$ cat src/rtl/i2cme_pkg.sv
package i2cme_pkg;

    localparam logic [2:0] CMD_NONE  = 3'd0;
    localparam logic [2:0] CMD_START = 3'd1;
    localparam logic [2:0] CMD_STOP  = 3'd2;
    localparam logic [2:0] CMD_WRITE = 3'd3;
    localparam logic [2:0] CMD_READ  = 3'd4;
    localparam logic [2:0] CMD_ACK   = 3'd5;
    localparam logic [2:0] CMD_NACK  = 3'd6;

    localparam logic [7:0] PHASE_TICKS_RESET = 8'd4;
    localparam logic [7:0] MSB_MASK          = 8'h80;
    localparam logic [3:0] ACK_BIT           = 4'd8;
    localparam logic [3:0] LAST_WRITE_BIT    = 4'd9;
    localparam logic [2:0] LAST_STEP         = 3'd2;

    typedef struct packed {
        logic [2:0] cmd;
        logic [2:0] phase;
        logic [3:0] bit_idx;
        logic [7:0] ticks;
        logic [7:0] shift;
        logic [7:0] rx;
        logic       nack;
        logic [1:0] lines;   // [1] SCL, [0] SDA
    } t_state;

    localparam t_state STATE_RESET = '{
        cmd:     CMD_NONE,
        phase:   3'd0,
        bit_idx: 4'd0,
        ticks:   8'd0,
        shift:   8'd0,
        rx:      8'd0,
        nack:    1'b0,
        lines:   2'b11
    };

    typedef struct packed {
        logic done;
        logic rejected;
    } t_flags;

endpackage

$ cat src/rtl/i2c_master_byte_engine_unit.sv
// Channel | Direction | Handshake                 | Payload
// in      | input     | i_in_valid / o_in_ready   | i_func, i_tx_byte, i_sda_in
// out     | output    | o_out_valid / i_out_ready | o_scl_out .. o_cmd_rejected
// cfg     | input     | i_cfg_wr_en (no wait)     | i_cfg_wr_data (phase_ticks)
//
// One tick word in, one result word out; one word per cycle unless the output stalls.
// The state update and the result register share the accept edge.
// The single output register sets the rate: a new word enters whenever that
// register is empty or being drained in the same cycle.
// Synchronous active-low reset clears the line state (both lines high) and
// sets phase_ticks to 4; output stalls hold the result and back-pressure input.
module i2c_master_byte_engine_unit import i2cme_pkg::*; (
    input  logic       i_clk,
    input  logic       i_rst_n,
    input  logic       i_cfg_wr_en,
    input  logic [7:0] i_cfg_wr_data,
    input  logic       i_in_valid,
    output logic       o_in_ready,
    input  logic [2:0] i_func,
    input  logic [7:0] i_tx_byte,
    input  logic       i_sda_in,
    output logic       o_out_valid,
    input  logic       i_out_ready,
    output logic       o_scl_out,
    output logic       o_sda_out,
    output logic       o_busy_res,
    output logic       o_done_res,
    output logic [7:0] o_rx_byte,
    output logic       o_ack_error,
    output logic       o_cmd_rejected
);

    t_state     r_state;
    t_state     n_state;
    t_flags     step_flags;
    logic [7:0] r_phase_ticks;
    logic       r_out_valid;
    logic       accept;

    assign o_in_ready = !r_out_valid || i_out_ready;
    assign accept     = i_in_valid && o_in_ready;

    i2cme_step u_step (
        .i_cur         (r_state),
        .i_phase_ticks (r_phase_ticks),
        .i_func        (i_func),
        .i_tx_byte     (i_tx_byte),
        .i_sda_in      (i_sda_in),
        .o_nxt         (n_state),
        .o_flags       (step_flags)
    );

    always_ff @(posedge i_clk) begin
        if (!i_rst_n) begin
            r_state       <= STATE_RESET;
            r_phase_ticks <= PHASE_TICKS_RESET;
            r_out_valid   <= 1'b0;
        end else begin
            if (i_cfg_wr_en) begin
                r_phase_ticks <= i_cfg_wr_data;
            end
            if (accept) begin
                r_state     <= n_state;
                r_out_valid <= 1'b1;
            end else if (i_out_ready) begin
                r_out_valid <= 1'b0;
            end
        end
    end

    // result word: load on accept, hold while stalled
    always_ff @(posedge i_clk) begin
        if (accept) begin
            o_scl_out      <= n_state.lines[1];
            o_sda_out      <= n_state.lines[0];
            o_busy_res     <= (n_state.cmd != CMD_NONE);
            o_done_res     <= step_flags.done;
            o_rx_byte      <= n_state.rx;
            o_ack_error    <= n_state.nack;
            o_cmd_rejected <= step_flags.rejected;
        end
    end

    assign o_out_valid = r_out_valid;

endmodule

$ cat src/rtl/i2cme_step.sv
module i2cme_step import i2cme_pkg::*; (
    input  t_state     i_cur,
    input  logic [7:0] i_phase_ticks,
    input  logic [2:0] i_func,
    input  logic [7:0] i_tx_byte,
    input  logic       i_sda_in,
    output t_state     o_nxt,
    output t_flags     o_flags
);

    logic [7:0] limit;
    logic [7:0] ticks_inc;
    logic       msb;

    always_comb begin
        o_nxt = i_cur;
        o_flags = '0;
        limit = (i_phase_ticks == 8'd0) ? 8'd1 : i_phase_ticks;
        ticks_inc = 8'd0;
        msb = 1'b0;

        // start a command, or flag one given while busy
        if (i_cur.cmd != CMD_NONE) begin
            o_flags.rejected = (i_func != CMD_NONE);
        end else if (i_func >= CMD_START && i_func <= CMD_NACK) begin
            o_nxt.cmd = i_func;
            o_nxt.phase = 3'd0;
            o_nxt.bit_idx = 4'd0;
            o_nxt.ticks = 8'd0;
            if (i_func == CMD_WRITE) begin
                o_nxt.shift = i_tx_byte;
                o_nxt.nack = 1'b0;
            end else if (i_func == CMD_READ) begin
                o_nxt.shift = 8'd0;
            end
        end

        if (o_nxt.cmd != CMD_NONE) begin
            msb = ((o_nxt.shift & MSB_MASK) != 8'd0);
            unique case (o_nxt.cmd)
                CMD_START: begin
                    o_nxt.lines = (o_nxt.phase == 3'd0) ? 2'b11 :
                                  (o_nxt.phase == 3'd1) ? 2'b10 : 2'b00;
                end
                CMD_STOP: begin
                    o_nxt.lines = (o_nxt.phase == 3'd0) ? 2'b00 :
                                  (o_nxt.phase == 3'd1) ? 2'b10 : 2'b11;
                end
                CMD_ACK:  o_nxt.lines = (o_nxt.phase == 3'd1) ? 2'b10 : 2'b00;
                CMD_NACK: o_nxt.lines = (o_nxt.phase == 3'd1) ? 2'b11 : 2'b01;
                CMD_WRITE: begin
                    if (o_nxt.bit_idx < ACK_BIT) begin
                        o_nxt.lines = {o_nxt.phase[0], msb};
                    end else if (o_nxt.bit_idx == ACK_BIT) begin
                        o_nxt.lines = {o_nxt.phase[0], 1'b1};
                    end else begin
                        o_nxt.lines = 2'b01;
                    end
                end
                CMD_READ: begin
                    o_nxt.lines = (o_nxt.bit_idx < ACK_BIT) ? {o_nxt.phase[0], 1'b1} : 2'b01;
                end
                default: o_nxt.lines = i_cur.lines;
            endcase

            ticks_inc = o_nxt.ticks + 8'd1;
            o_nxt.ticks = ticks_inc;
            if (ticks_inc >= limit) begin
                o_nxt.ticks = 8'd0;
                // end of phase: advance step, shift, sample
                unique case (o_nxt.cmd)
                    CMD_WRITE: begin
                        if (o_nxt.bit_idx >= LAST_WRITE_BIT) begin
                            o_flags.done = 1'b1;
                        end else if (o_nxt.phase == 3'd0) begin
                            o_nxt.phase = 3'd1;
                        end else begin
                            if (o_nxt.bit_idx == ACK_BIT) begin
                                o_nxt.nack = i_sda_in;
                            end else begin
                                o_nxt.shift = {o_nxt.shift[6:0], 1'b0};
                            end
                            o_nxt.bit_idx = o_nxt.bit_idx + 4'd1;
                            o_nxt.phase = 3'd0;
                        end
                    end
                    CMD_READ: begin
                        if (o_nxt.bit_idx >= ACK_BIT) begin
                            o_nxt.rx = o_nxt.shift;
                            o_flags.done = 1'b1;
                        end else if (o_nxt.phase == 3'd0) begin
                            o_nxt.phase = 3'd1;
                        end else begin
                            o_nxt.shift = {o_nxt.shift[6:0], i_sda_in};
                            o_nxt.bit_idx = o_nxt.bit_idx + 4'd1;
                            o_nxt.phase = 3'd0;
                        end
                    end
                    default: begin
                        if (o_nxt.phase >= LAST_STEP) begin
                            o_flags.done = 1'b1;
                        end else begin
                            o_nxt.phase = o_nxt.phase + 3'd1;
                        end
                    end
                endcase
                if (o_flags.done) begin
                    o_nxt.cmd = CMD_NONE;
                    o_nxt.phase = 3'd0;
                    o_nxt.bit_idx = 4'd0;
                end
            end
        end
    end

endmodule

$ cat config.mk
export PLATFORM = sky130hd
export DESIGN_NAME = i2c_master_byte_engine_unit
export DESIGN_NICKNAME = d
export VERILOG_FILES = /design/src/rtl/i2cme_pkg.sv /design/src/rtl/i2c_master_byte_engine_unit.sv /design/src/rtl/i2cme_step.sv
export SDC_FILE = /design/constraint.sdc
export NUM_CORES = 1
export LEC_CHECK = 0
export ABC_CLOCK_PERIOD_IN_PS = 9400
export BUFFER_PORTS_ARGS = -buffer_cell sky130_fd_sc_hd__clkbuf_2
export CORE_MARGIN = 2
export CORE_UTILIZATION = 60
export CTS_BUF_LIST = sky130_fd_sc_hd__clkbuf_2 sky130_fd_sc_hd__clkbuf_4 sky130_fd_sc_hd__clkbuf_8
export DETAILED_ROUTE_END_ITERATION = 12
export PLACE_DENSITY = 0.84
export SLEW_MARGIN = 20
export SYNTH_ARGS = -nofsm -noshare
export SYNTH_HDL_FRONTEND = slang
export SYNTH_HIERARCHICAL = 1
export SYNTH_SLANG_ARGS = --single-unit
$ cat constraint.sdc
create_clock -name i_clk -period 9.4 [get_ports i_clk]
set_input_delay 0.47 -clock i_clk [delete_from_list [all_inputs] [get_ports i_clk]]
set_output_delay 0.47 -clock i_clk [all_outputs]
set_load 0.02 [all_outputs]
==> metrics.yaml <==
power:
  p_per_area_mw_per_mm2: 149.7
  sw_frac_of_total: 0.2981
  switchingPower_mw: 0.1856
  clkPwrFrac: 0.375
  peakVddDrop_uv: 97.65
  p_leak_nw: 1.691
  power_frac_comb: 0.171
  intPower_mw: 0.4372
  seq_power_share: 0.454
cells_and_area:
  seq_area_mm2: 0.001341
  multiInputGateArea_mm2: 0.002228
  nets: 508
  drive_gt1_frac: 0.1688
  syn2layout_area_growth_pct: 9.088
  fin_cells: 551
  antenna_cells: 0
  nFillCells: 514
clocking:
  clock_sinks: 60
  clockBufferDepth: 2
  cts_setup_buffers: 0
  hold_buffers: 0
  clkLatencyLatePin_ns: 0.34
  root_buffer: "clkbuf_8"
  cts_resized: 0
  clk_pin_slew_ns: 0.08
  cts_tree: "built"
  cts_buffers: 9
  htree_num_levels: 3
detailed_routing:
  routed_wirelength_mm: 8.248
  num_vias: 3283
  drc: 0
  first_pass_iters: 5
  wl_per_cell_um: 14.97
  viasPerCell: 5.958
  ant_nets: 0
  drt-initial-drc-count: 328
yosys:
  synth_warnings: 6
  synth_enable_flop_cells: 14
  ys_ff_latch: 60
  synth-async-reset-ratio: 0
  syn_area_mm2: 0.003814
  synthTopCellsByArea: "dfxtp_1 (24%), mux2i_1 (13%), edfxtp_1 (11%)"
  syn-num-nets: 481
  synthFlopType: "dfxtp_1"
  ys_types: 66
  synthCells: 442
  synth_largest_area_cell: "dfxtp_1"
  seq_area_frac_synth: 0.3517
  avgSynthCellArea_um2: 8.628
  synth_top_cell_area_share: 0.2415
die:
  die-area_mm2: 0.007010
  fp.coreArea_mm2: 0.006241
  die_y_um: 83.73
  die_w_um: 83.73
  initial_utilization: 0.6111
  num_rows: 29
  io_pins: 41
global_route:
  grt_max_degree: 82
  grt_pass1_vias: 3039
  grt_antenna_before_repair: 0
  grt_pass1_wl_mm: 14.08
  grt_use_total: 0.2414
  overflow: 0
setup_path:
  reg2reg_to: "r_state[6]"
  r2r_slack_ns: 4.82
  criticalPathCategory: "flip-flop to flip-flop"
  end_kind: "flip-flop"
  cp.arrival_ns: 4.85
  reg2regPathDepth: 18
  crit_required_ns: 9.67
  reg2reg_from: "r_state[35]"
  path_max_fanout: 18
  startpoint_type: "flip-flop"
sta:
  finalSetupTns_ns: 0
  fmax_mhz: 218.3
  report.final.slew_viol_count: 0
  setup-violations-final: 0
  finalHoldViolCount: 0
  fin_skew_ns: 0.01198
  min_period_ns: 4.580
  rsz0062_at_grt: "false"
  slew_headroom: 0.4714
  fin_crit_sh: 0.4873
  tightest_slew_ns: 0.7929
place:
  dpl.hpwl_mm: 5.797
  gp_congestion: 0.9759
  port_buffers: 40
  dp_cells: 535
min_path:
  worstHoldStart: "i_cfg_wr_data[2]"
  hold_path_end: "r_phase_ticks[2]"
  hold_path.class: "input port to flip-flop"
  hold_path_depth: 3
outcome:
  outcome: "complete, no violations"
run:
  cap_violations: 0
-- power by group through the flow --
stage	Sequential (mW)	Clock, mW	Combinational (mW)
after floorplan	0.291	0	0.0807
final	0.283	0.233	0.106
after global placement	0.288	0	0.103
after detailed placement	0.289	0	0.105
after global routing	0.284	0.249	0.117
after CTS	0.283	0.238	0.105
-- final cells by class --
cell class              instances  area share
clock inverters                 7     0.01835
inverters                      17     0.01534
repair buffers                 44     0.05534
multi-input cells             337      0.5356
flip-flops and latches         60      0.3224
clock buffers                   9     0.02977
well taps                      77     0.02316
-- worst max path at each step --
stage | start | end | slack (ns) | depth (start not counted)
finish | r_state[35] | r_state[6] | 4.82 | 18
global route | r_state[36] | r_state[6] | 4.33 | 18
CTS | r_state[35] | r_state[6] | 4.85 | 18
detailed placement | i_func[0] | r_state[10] | 4.84 | 19
global placement | i_func[0] | o_busy_res | 4.99 | 16
floorplan | i_func[1] | r_state[28] | 5.13 | 20
-- metal layers --
| layer | vias to the layer above | GRT usage | part of all wire |
|---|---|---|---|
| met5 | - | 0 | 0 |
| met4 | 0 | 0.06891 | 0.0099 |
| met3 | 13 | 0.05242 | 0.057 |
| met2 | 113 | 0.4058 | 0.49 |
| met1 | 1537 | 0.3131 | 0.45 |
| li1 | 1620 | - | - |
-- per-stage QoR --
step | hold WS [ns] | area (µm²) | util | setup slack (ns) | power, mW
final | 0.3463 | 4160 | 0.6666 | 4.820 | 0.6228
after global routing | 0.3825 | 4160 | 0.6666 | 4.329 | 0.6497
after CTS | 0.3269 | 4160 | 0.6666 | 4.853 | 0.6265
after detailed placement | 0.4506 | 3960 | 0.6345 | 4.842 | 0.3934
after global placement | 0.4387 | 3960 | 0.6345 | 4.992 | 0.3910
after floorplan | 0.4302 | 3814 | - | 5.129 | 0.3720
-- cells in the final DEF, fill, tap and decap left out, types with 8 or more instances in the layout --
cell      instances
a21oi_1          16
inv_1            17
clkbuf_8          9
ha_1             14
dfxtp_1          46
a22oi_1           9
nor2b_1           8
o21ai_0          18
nor2_1           18
edfxtp_1         14
clkbuf_2         40
mux2i_1          51
nand3_1          10
nand2_1          98
-- cells by family (layout without fill, tap and decap cells) --
logic type / count (synthesis) / count (layout) / synth area share
AND/OR/NAND/NOR: 180 / 180 / 0.2313
AO/OA/AOI/OAI: 83 / 83 / 0.1496
flip-flops: 60 / 60 / 0.3517
multiplexers: 54 / 54 / 0.1437
buffers and inverters: 45 / 77 / 0.06397
adder cells (fa/ha/maj): 14 / 14 / 0.04593
XOR/XNOR: 6 / 6 / 0.01378
-- worst max-delay path, cell delays in order (launching register included) --
cell	delay [ns]
dfxtp_1	0.43
nor3_4	0.41
nand3_2	0.36
and2_1	0.33
ha_1	0.24
and3_1	0.24
and3_1	0.21
nand2b_1	0.16
a21oi_1	0.15
ha_1	0.26
a21o_1	0.18
a221oi_1	0.34
o21ai_0	0.14
buf_4	0.20
nand2b_1	0.39
nand2_1	0.10
o21ai_0	0.13
nand2_1	0.09
mux2i_1	0.16
-- flip-flops by register name, indices dropped and copies added (netlist names) --
signal          count
o_scl_out           1
o_cmd_rejected      1
o_out_valid         1
r_state            37
r_phase_ticks       8
o_sda_out           1
o_busy_res          1
o_done_res          1
o_rx_byte           8
o_ack_error         1
-- synthesized netlist by cell type (all sizes together), types with 3 or more instances --
| master | n |
|---|---|
| nand2 | 98 |
| a31oi | 5 |
| edfxtp | 14 |
| or3 | 5 |
| nor2 | 20 |
| a211oi | 3 |
| o31ai | 5 |
| nand4 | 4 |
| and3 | 4 |
| a22oi | 9 |
| a21oi | 16 |
| mux2i | 51 |
| mux2 | 3 |
| nor2b | 8 |
| ha | 14 |
| nand3 | 11 |
| nor3 | 6 |
| buf | 15 |
| inv | 17 |
| o21ai | 20 |
| o211ai | 3 |
| a21o | 5 |
| nor3b | 3 |
| clkbuf | 13 |
| xnor2 | 4 |
| and2 | 5 |
| dfxtp | 46 |
| nand2b | 6 |
(Power assumes the default switching activity.)
